File: config.mk
export PLATFORM = sky130hd
export DESIGN_NAME = gait_phase_advance_core
export DESIGN_NICKNAME = d
export VERILOG_FILES = /design/src/design/gpa_pkg.sv /design/src/design/gpa_seq.sv /design/src/design/gpa_dp.sv /design/src/design/gait_phase_advance_core.sv
export SDC_FILE = /design/constraint.sdc
export NUM_CORES = 2
export LEC_CHECK = 0
export BUFFER_PORTS_ARGS = -buffer_cell sky130_fd_sc_hd__buf_2
export CAP_MARGIN = 20
export CORE_MARGIN = 1.5
export CORE_UTILIZATION = 50
export DETAILED_ROUTE_END_ITERATION = 8
export PLACE_DENSITY = 0.75
export REMOVE_ABC_BUFFERS = 1
export SETUP_SLACK_MARGIN = 0.1
export SLEW_MARGIN = 20
export SYNTH_ARGS = -nofsm -noshare
export SYNTH_HDL_FRONTEND = slang
export SYNTH_SLANG_ARGS = --single-unit
File: constraint.sdc
create_clock -name clk -period 21.8 [get_ports clk]
set_input_delay 4.36 -clock clk [delete_from_list [all_inputs] [get_ports clk]]
set_output_delay 4.36 -clock clk [all_outputs]
set_load 0.005 [all_outputs]
File: src/design/gpa_pkg.sv
`default_nettype none
package gpa_pkg;

  localparam int unsigned MAX_RESULTS = 6;
  localparam int unsigned PC_W        = 4;
  localparam int unsigned CFG_IDX_W   = 4;
  localparam int unsigned CFG_DATA_W  = 16;
  localparam int unsigned LEG_COUNT_DEF = 6;
  localparam int unsigned SQRT_STEPS  = 16;
  localparam int unsigned PHASE_SHIFT = 11;
  localparam logic [15:0] MAG_ONE     = 16'd32768;
  localparam logic [15:0] RATE_RESET  = 16'd256;

  typedef enum logic [CFG_IDX_W-1:0] {
    REG_GAIT_MODE   = 4'd0,
    REG_RATE_TRIPOD = 4'd1,
    REG_RATE_WAVE   = 4'd2,
    REG_RATE_RIPPLE = 4'd3
  } cfg_reg_t;

  typedef enum logic [2:0] {
    MODE_TRIPOD   = 3'd0,
    MODE_OBSTACLE = 3'd1,
    MODE_WAVE     = 3'd2,
    MODE_RIPPLE   = 3'd3
  } gait_mode_t;

  typedef enum logic [3:0] {
    OP_IDLE,
    OP_SQ_X,
    OP_SQ_Y,
    OP_SQ_Z,
    OP_SQRT_INIT,
    OP_SQRT_STEP,
    OP_CLAMP,
    OP_MUL_DT,
    OP_MUL_RATE,
    OP_LEG_INIT,
    OP_LEG_UPD,
    OP_EMIT,
    OP_NOP
  } op_t;

  typedef enum logic [2:0] {
    C_NEXT,
    C_GOTO,
    C_WAIT_IN,
    C_LOOP_SQRT,
    C_LOOP_LEG
  } cond_t;

  typedef struct packed {
    op_t             op;
    cond_t           cond;
    logic [PC_W-1:0] target;
  } ucw_t;

  typedef struct packed {
    logic start;
    logic sqrt_done;
    logic leg_last;
    logic stall;
  } seq_status_t;

  function automatic ucw_t ucode_rom(input logic [PC_W-1:0] pc);
    ucw_t w;
    case (pc)
      4'd0:    w = '{op: OP_IDLE,      cond: C_WAIT_IN,   target: 4'd0};
      4'd1:    w = '{op: OP_SQ_X,      cond: C_NEXT,      target: 4'd0};
      4'd2:    w = '{op: OP_SQ_Y,      cond: C_NEXT,      target: 4'd0};
      4'd3:    w = '{op: OP_SQ_Z,      cond: C_NEXT,      target: 4'd0};
      4'd4:    w = '{op: OP_SQRT_INIT, cond: C_NEXT,      target: 4'd0};
      4'd5:    w = '{op: OP_SQRT_STEP, cond: C_LOOP_SQRT, target: 4'd5};
      4'd6:    w = '{op: OP_CLAMP,     cond: C_NEXT,      target: 4'd0};
      4'd7:    w = '{op: OP_MUL_DT,    cond: C_NEXT,      target: 4'd0};
      4'd8:    w = '{op: OP_MUL_RATE,  cond: C_NEXT,      target: 4'd0};
      4'd9:    w = '{op: OP_LEG_INIT,  cond: C_NEXT,      target: 4'd0};
      4'd10:   w = '{op: OP_LEG_UPD,   cond: C_NEXT,      target: 4'd0};
      4'd11:   w = '{op: OP_EMIT,      cond: C_LOOP_LEG,  target: 4'd10};
      default: w = '{op: OP_NOP,       cond: C_GOTO,      target: 4'd0};
    endcase
    return w;
  endfunction

endpackage
`default_nettype wire

File: src/design/gpa_seq.sv
`default_nettype none
module gpa_seq
  import gpa_pkg::*;
(
  input  wire logic        clk,
  input  wire logic        rst_n,
  input  wire seq_status_t status,
  output ucw_t             ctl
);

  logic [PC_W-1:0] pc_r, pc_nxt;
  logic [PC_W-1:0] pc_inc;

  assign ctl    = ucode_rom(pc_r);
  assign pc_inc = pc_r + PC_W'(1);

  always_comb begin
    case (ctl.cond)
      C_NEXT:      pc_nxt = pc_inc;
      C_GOTO:      pc_nxt = ctl.target;
      C_WAIT_IN:   pc_nxt = status.start ? pc_inc : pc_r;
      C_LOOP_SQRT: pc_nxt = status.sqrt_done ? pc_inc : ctl.target;
      C_LOOP_LEG: begin
        if (status.stall) begin
          pc_nxt = pc_r;
        end else begin
          pc_nxt = status.leg_last ? pc_inc : ctl.target;
        end
      end
      default:     pc_nxt = '0;
    endcase
  end

  always_ff @(posedge clk) begin
    if (!rst_n) begin
      pc_r <= '0;
    end else begin
      pc_r <= pc_nxt;
    end
  end

endmodule
`default_nettype wire

File: src/design/gpa_dp.sv
`default_nettype none
module gpa_dp
  import gpa_pkg::*;
#(
  parameter int unsigned LEG_COUNT = LEG_COUNT_DEF
) (
  input  wire logic               clk,
  input  wire logic               rst_n,
  input  wire ucw_t               ctl,
  input  wire logic               start,
  input  wire logic signed [15:0] vel_x,
  input  wire logic signed [15:0] vel_y,
  input  wire logic signed [15:0] yaw_rate,
  input  wire logic [15:0]        elapsed,
  input  wire logic [15:0]        rate,
  input  wire logic               out_ready,
  output seq_status_t             status,
  output logic                    out_valid,
  output logic [2:0]              out_leg_index,
  output logic [31:0]             out_leg_phase_out,
  output logic                    out_last_leg
);

  localparam int unsigned LEG_W = (LEG_COUNT > 1) ? $clog2(LEG_COUNT) : 1;
  localparam int unsigned NRES  = (LEG_COUNT < MAX_RESULTS) ? LEG_COUNT : MAX_RESULTS;
  localparam int unsigned CNT_W = $clog2(SQRT_STEPS);

  logic signed [15:0] vx_r, vy_r, vz_r;
  logic [15:0]        dt_r;
  logic [31:0]        acc_r, x_r, res_r, bit_r;
  logic [CNT_W-1:0]   cnt_r;
  logic [15:0]        mag_r;
  logic [47:0]        prod_r;
  logic [31:0]        dphase_r;
  logic [LEG_W-1:0]   leg_r;
  logic [31:0]        phase_r [LEG_COUNT];

  logic               out_valid_r;
  logic [2:0]         out_idx_r;
  logic [31:0]        out_phase_r;
  logic               out_last_r;

  logic signed [15:0] sq_in;
  logic signed [31:0] sq;
  logic [31:0]        trial;
  logic               need, busy, stall, load;

  always_comb begin
    case (ctl.op)
      OP_SQ_X: sq_in = vx_r;
      OP_SQ_Y: sq_in = vy_r;
      default: sq_in = vz_r;
    endcase
  end

  assign sq    = 32'(sq_in) * 32'(sq_in);
  assign trial = res_r + bit_r;

  assign need  = (ctl.op == OP_EMIT) && (32'(leg_r) < NRES);
  assign busy  = out_valid_r && !out_ready;
  assign stall = need && busy;
  assign load  = need && !busy;

  assign status.start     = start;
  assign status.sqrt_done = (cnt_r == CNT_W'(SQRT_STEPS - 1));
  assign status.leg_last  = (leg_r == LEG_W'(LEG_COUNT - 1));
  assign status.stall     = stall;

  assign out_valid         = out_valid_r;
  assign out_leg_index     = out_idx_r;
  assign out_leg_phase_out = out_phase_r;
  assign out_last_leg      = out_last_r;

  always_ff @(posedge clk) begin
    if (start) begin
      vx_r <= vel_x;
      vy_r <= vel_y;
      vz_r <= yaw_rate;
      dt_r <= elapsed;
    end
    case (ctl.op)
      OP_SQ_X: acc_r <= sq;
      OP_SQ_Y, OP_SQ_Z: acc_r <= acc_r + sq;
      OP_SQRT_INIT: begin
        x_r   <= acc_r;
        res_r <= '0;
        bit_r <= 32'h4000_0000;
        cnt_r <= '0;
      end
      OP_SQRT_STEP: begin
        if (x_r >= trial) begin
          x_r   <= x_r - trial;
          res_r <= (res_r >> 1) + bit_r;
        end else begin
          res_r <= res_r >> 1;
        end
        bit_r <= bit_r >> 2;
        cnt_r <= cnt_r + CNT_W'(1);
      end
      OP_CLAMP: mag_r <= (res_r > 32'(MAG_ONE)) ? MAG_ONE : res_r[15:0];
      OP_MUL_DT: prod_r <= 48'(mag_r) * 48'(dt_r);
      OP_MUL_RATE: prod_r <= 48'(prod_r[31:0]) * 48'(rate);
      OP_LEG_INIT: dphase_r <= prod_r[PHASE_SHIFT +: 32];
      default: ;
    endcase
    if (load) begin
      out_idx_r   <= 3'(leg_r);
      out_phase_r <= phase_r[leg_r];
      out_last_r  <= (leg_r == LEG_W'(NRES - 1));
    end
  end

  always_ff @(posedge clk) begin
    if (!rst_n) begin
      leg_r       <= '0;
      out_valid_r <= 1'b0;
      for (int i = 0; i < LEG_COUNT; i++) begin
        phase_r[i] <= '0;
      end
    end else begin
      case (ctl.op)
        OP_LEG_INIT: leg_r <= '0;
        OP_LEG_UPD:  phase_r[leg_r] <= phase_r[leg_r] + dphase_r;
        OP_EMIT: begin
          if (!stall) begin
            leg_r <= leg_r + LEG_W'(1);
          end
        end
        default: ;
      endcase
      if (load) begin
        out_valid_r <= 1'b1;
      end else if (out_ready) begin
        out_valid_r <= 1'b0;
      end
    end
  end

endmodule
`default_nettype wire

File: src/design/gait_phase_advance_core.sv
`default_nettype none
// Gait phase advance core.
// Input channel (in_*): one control tick per transfer with three Q1.15
// velocity components and the elapsed time in 2^-20 s units. Each tick
// advances every leg phase by the same increment and returns one result
// per leg (up to six), leg 0 first, with out_last_leg set on the last one.
// Configuration channel (cfg_*): gait mode and three Q8.8 stride rates,
// always ready; write only while the core is idle.
// Timing: a microcoded sequencer runs one control word per cycle, except
// while it waits at its idle step for a tick or holds at its emit step.
// The next tick can be taken only after every leg has been processed and
// the sequencer has returned to its idle step; in_ready is high only while
// the sequencer sits at its idle step.
// Results leave through an output register; when it is still full and
// out_ready is low the sequencer holds at its emit step until it frees up.
// Reset clears all leg phases to zero, sets mode tripod and all rates
// to 1.0 stride per second.
module gait_phase_advance_core
  import gpa_pkg::*;
#(
  parameter int unsigned LEG_COUNT = LEG_COUNT_DEF
) (
  input  wire logic                  clk,
  input  wire logic                  rst_n,
  input  wire logic                  in_valid,
  output logic                       in_ready,
  input  wire logic signed [15:0]    in_vel_x,
  input  wire logic signed [15:0]    in_vel_y,
  input  wire logic signed [15:0]    in_yaw_rate,
  input  wire logic [15:0]           in_elapsed,
  output logic                       out_valid,
  input  wire logic                  out_ready,
  output logic [2:0]                 out_leg_index,
  output logic [31:0]                out_leg_phase_out,
  output logic                       out_last_leg,
  input  wire logic                  cfg_valid,
  output logic                       cfg_ready,
  input  wire logic [CFG_IDX_W-1:0]  cfg_index,
  input  wire logic [CFG_DATA_W-1:0] cfg_data
);

  logic [2:0]  gait_mode_r;
  logic [15:0] rate_tripod_r, rate_wave_r, rate_ripple_r;
  logic [15:0] rate;
  ucw_t        ctl;
  seq_status_t status;
  logic        start;

  assign cfg_ready = 1'b1;
  assign in_ready  = (ctl.op == OP_IDLE);
  assign start     = in_valid && in_ready;

  always_comb begin
    case (gait_mode_r)
      MODE_TRIPOD, MODE_OBSTACLE: rate = rate_tripod_r;
      MODE_RIPPLE:                rate = rate_ripple_r;
      default:                    rate = rate_wave_r;
    endcase
  end

  always_ff @(posedge clk) begin
    if (!rst_n) begin
      gait_mode_r   <= MODE_TRIPOD;
      rate_tripod_r <= RATE_RESET;
      rate_wave_r   <= RATE_RESET;
      rate_ripple_r <= RATE_RESET;
    end else if (cfg_valid) begin
      case (cfg_index)
        REG_GAIT_MODE:   gait_mode_r   <= cfg_data[2:0];
        REG_RATE_TRIPOD: rate_tripod_r <= cfg_data;
        REG_RATE_WAVE:   rate_wave_r   <= cfg_data;
        REG_RATE_RIPPLE: rate_ripple_r <= cfg_data;
        default: ;
      endcase
    end
  end

  gpa_seq u_seq (
    .clk    (clk),
    .rst_n  (rst_n),
    .status (status),
    .ctl    (ctl)
  );

  gpa_dp #(
    .LEG_COUNT (LEG_COUNT)
  ) u_dp (
    .clk               (clk),
    .rst_n             (rst_n),
    .ctl               (ctl),
    .start             (start),
    .vel_x             (in_vel_x),
    .vel_y             (in_vel_y),
    .yaw_rate          (in_yaw_rate),
    .elapsed           (in_elapsed),
    .rate              (rate),
    .out_ready         (out_ready),
    .status            (status),
    .out_valid         (out_valid),
    .out_leg_index     (out_leg_index),
    .out_leg_phase_out (out_leg_phase_out),
    .out_last_leg      (out_last_leg)
  );

endmodule
`default_nettype wire
==> results.json <==
{
  "cp-end-kind": "flip-flop",
  "hp-class": "reg2reg",
  "crit_required_ps": 22230,
  "synth_top_area_share_pct": 26.6,
  "relSlewSlack_pct": 24.7,
  "cpMostUsedCell": "fa_1",
  "core_mm2": 0.126,
  "slew_viol_final": 0,
  "layout_min_cycle_time_ps": 10120,
  "path_delay_family": "adder cells",
  "drive_above_1_share_pct": 7.80,
  "yosysTopAreaCell": "edfxtp_1",
  "path_buf_inv": 5,
  "cts_root_buffer": "clkbuf_16",
  "drt_pass1_iterations": 5,
  "synth_seq_cells": 633,
  "synth-seq-area-share_pct": 28.8,
  "wirelength_um": 157000,
  "dp_hpwl_um": 113000,
  "maxCapViolations": 0,
  "clock_sink_count": 633,
  "setup_tns_ps": 0,
  "grt_pass1_vias": 48200,
  "slowest_stage": "o221ai_1",
  "cts_buffer_depth": 3,
  "worstSetupStartpointType": "flip-flop",
  "grt_max_degree": 74,
  "grt_pass1_wl_um": 256000,
  "antenna_found_initial": 3,
  "arrival_ps": 10550,
  "rows": 130,
  "ios": 128,
  "cts_buffers": 72,
  "finClkSkew_ps": 59.5,
  "cts_tree": "done",
  "min_period_over_period_pct": 46.4,
  "die_h_um": 359,
  "wl_per_cell_um": 19.8,
  "post_cts_resized": 0,
  "port_buffers": 126,
  "clock.fmax_mhz": 98.8,
  "syn_area_mm2": 0.0635,
  "route.vias.total": 45200,
  "hold_buffers": 0,
  "dieArea_mm2": 0.129,
  "htree_num_levels": 3,
  "cp_max_fo": 55,
  "synth_area_per_cell_um2": 10.2,
  "synthArstFlopShare_pct": 0,
  "grt_overflow": 0,
  "viasPerCell": 5.68,
  "rsz0062_at_grt": "no",
  "drc_errors": 0,
  "grt_usage_pct": 25.0,
  "clock_latency_ps": 710,
  "tightestPinTransition_ps": 1130,
  "synth_edf_count": 563,
  "start_util_pct": 50.4,
  "synthToLayoutAreaGrowth_pct": 7.37,
  "hold_violations": 0,
  "path_class": "reg2reg",
  "path_clk_slew_ps": 70,
  "netlist_instances": 6238,
  "ys_warn_count": 0,
  "synth_area_leaders": "edfxtp_1 27%, fa_1 27%, ha_1 8.2%",
  "yosysUniqueCellTypes": 94,
  "finalSetupViolations": 0,
  "gp_congestion": 0.939,
  "status": "complete, no violations",
  "die_w_um": 359,
  "synthFlopType": "edfxtp_1",
  "nNetsFinal": 7601,
  "route.antenna.remaining_nets": 0,
  "post_cts_buffers": 0,
  "detail_route.iter0.violations": 3636,
  "slowest_delay_ps": 730
}
## worst paths after layout
kind / to / cells after the start / from / slack, ps
hold / removal: u_dp.dphase_r[21] / 0 / u_dp.prod_r[32] / 430
setup / recovery: u_dp.acc_r[31] / 31 / u_seq.ctl[8] / 11680
setup reg to reg: u_dp.acc_r[31] / 31 / u_seq.ctl[8] / 11680
hold reg to reg: u_dp.dphase_r[21] / 0 / u_dp.prod_r[32] / 430
## stage by stage
step	hold slack, ps	instances	utilization (%)	setup slack (ps)	cell area (um^2)
detailed placement	415	7828	52.3	11890	65800
CTS	426	7958	54.2	11850	68200
global route	425	7959	54.2	11090	68200
floorplan	400	5987	-	12500	62600
finish	427	7959	54.2	11680	68200
global placement	410	7828	52.3	12220	65800
## cell type report
cell class,instances,area (um^2)
tap,1650,2060
clock buffer,90,1870
fill,10900,57700
sequential,633,18300
clock inverter,40,472
timing repair buffer,191,1120
antenna,1,2.50
inverter,1000,3750
multi-input combinational,4354,40600
## per-layer routing
layer  GRT usage [%]  share of wire [%]
met1            30.3                 38
met2            44.3                 51
met4            9.29                4.1
met5               0             0.0051
met3            4.36                7.1
## cells in the final DEF (no fill, tap or decap), types with 15 or more instances in the layout
cell type,instances
mux2_2,38
edfxtp_1,563
xnor2_1,152
and3_1,39
fa_1,842
nand2b_1,37
and2_1,242
o21ai_0,193
nand3_1,54
a21oi_1,183
o22a_1,28
buf_4,65
nor2b_1,75
a21boi_0,25
nand2_1,896
buf_2,126
inv_1,996
dfxtp_1,65
ha_1,418
a31oi_1,38
xor2_1,92
a211oi_1,25
nor2_1,404
a22o_1,15
clkbuf_16,72
nand4_1,17
nor3_1,51
mux2i_1,37
mux4_2,64
clkbuf_1,18
a21o_1,85
o21a_1,29
o21bai_1,25
## sequential cells by signal (all words and copies together), names as in the netlist, named ones only
name,flops
rate_tripod_r,16
u_dp.out_last_leg,1
u_dp.vx_r,16
rate_wave_r,16
u_dp.leg_r,3
u_dp.mag_r,16
u_dp.x_r,32
u_dp.vy_r,16
gait_mode_r,3
u_dp.out_leg_index,3
u_seq.pc_r,4
u_dp.acc_r,32
u_dp.prod_r,43
rate_ripple_r,16
u_dp.dphase_r,32
u_dp.phase_r,256
u_dp.bit_r,16
u_dp.res_r,32
u_dp.vz_r,16
u_dp.dt_r,16
u_seq.ctl,8
u_dp.out_leg_phase_out,32
u_dp.out_valid,1
u_dp.cnt_r,4
## kinds of logic after synthesis
logic type      count (synthesis)  share of synthesized area, %
compound gates                815                          8.64
xor+xnor                      247                          3.45
fa+ha+maj                    1260                          34.8
buf+inv                      1251                          7.41
flops                         633                          28.8
mux                           139                          3.53
other cells                     1                       0.00590
simple gates                 1892                          13.4
## synth_stat cells, drive strengths merged (5+ instances only)
| master | instances |
|---|---|
| nand3 | 54 |
| nand2b | 37 |
| a41oi | 9 |
| mux4 | 64 |
| o211ai | 10 |
| xor2 | 92 |
| mux2 | 38 |
| and2 | 243 |
| a31oi | 41 |
| o211a | 5 |
| fa | 842 |
| a22o | 15 |
| o221a | 8 |
| nor2 | 412 |
| o22a | 33 |
| o31ai | 13 |
| o21ai | 205 |
| a21boi | 27 |
| o21a | 30 |
| nor3 | 53 |
| and3 | 40 |
| clkbuf | 231 |
| a21o | 86 |
| inv | 998 |
| nor4 | 14 |
| or3 | 14 |
| o21bai | 27 |
| dfxtp | 70 |
| a211oi | 28 |
| edfxtp | 563 |
| or4 | 6 |
| mux2i | 37 |
| a21oi | 189 |
| a31o | 13 |
| nand2 | 898 |
| a211o | 13 |
| or2 | 8 |
| nor3b | 6 |
| nor2b | 77 |
| ha | 418 |
| o221ai | 15 |
| a221oi | 6 |
| buf | 20 |
| xnor2 | 154 |
| nand4 | 17 |
Power is not shown: default switching activity piles up to over one toggle a cycle in this logic, so the estimate is an artifact.
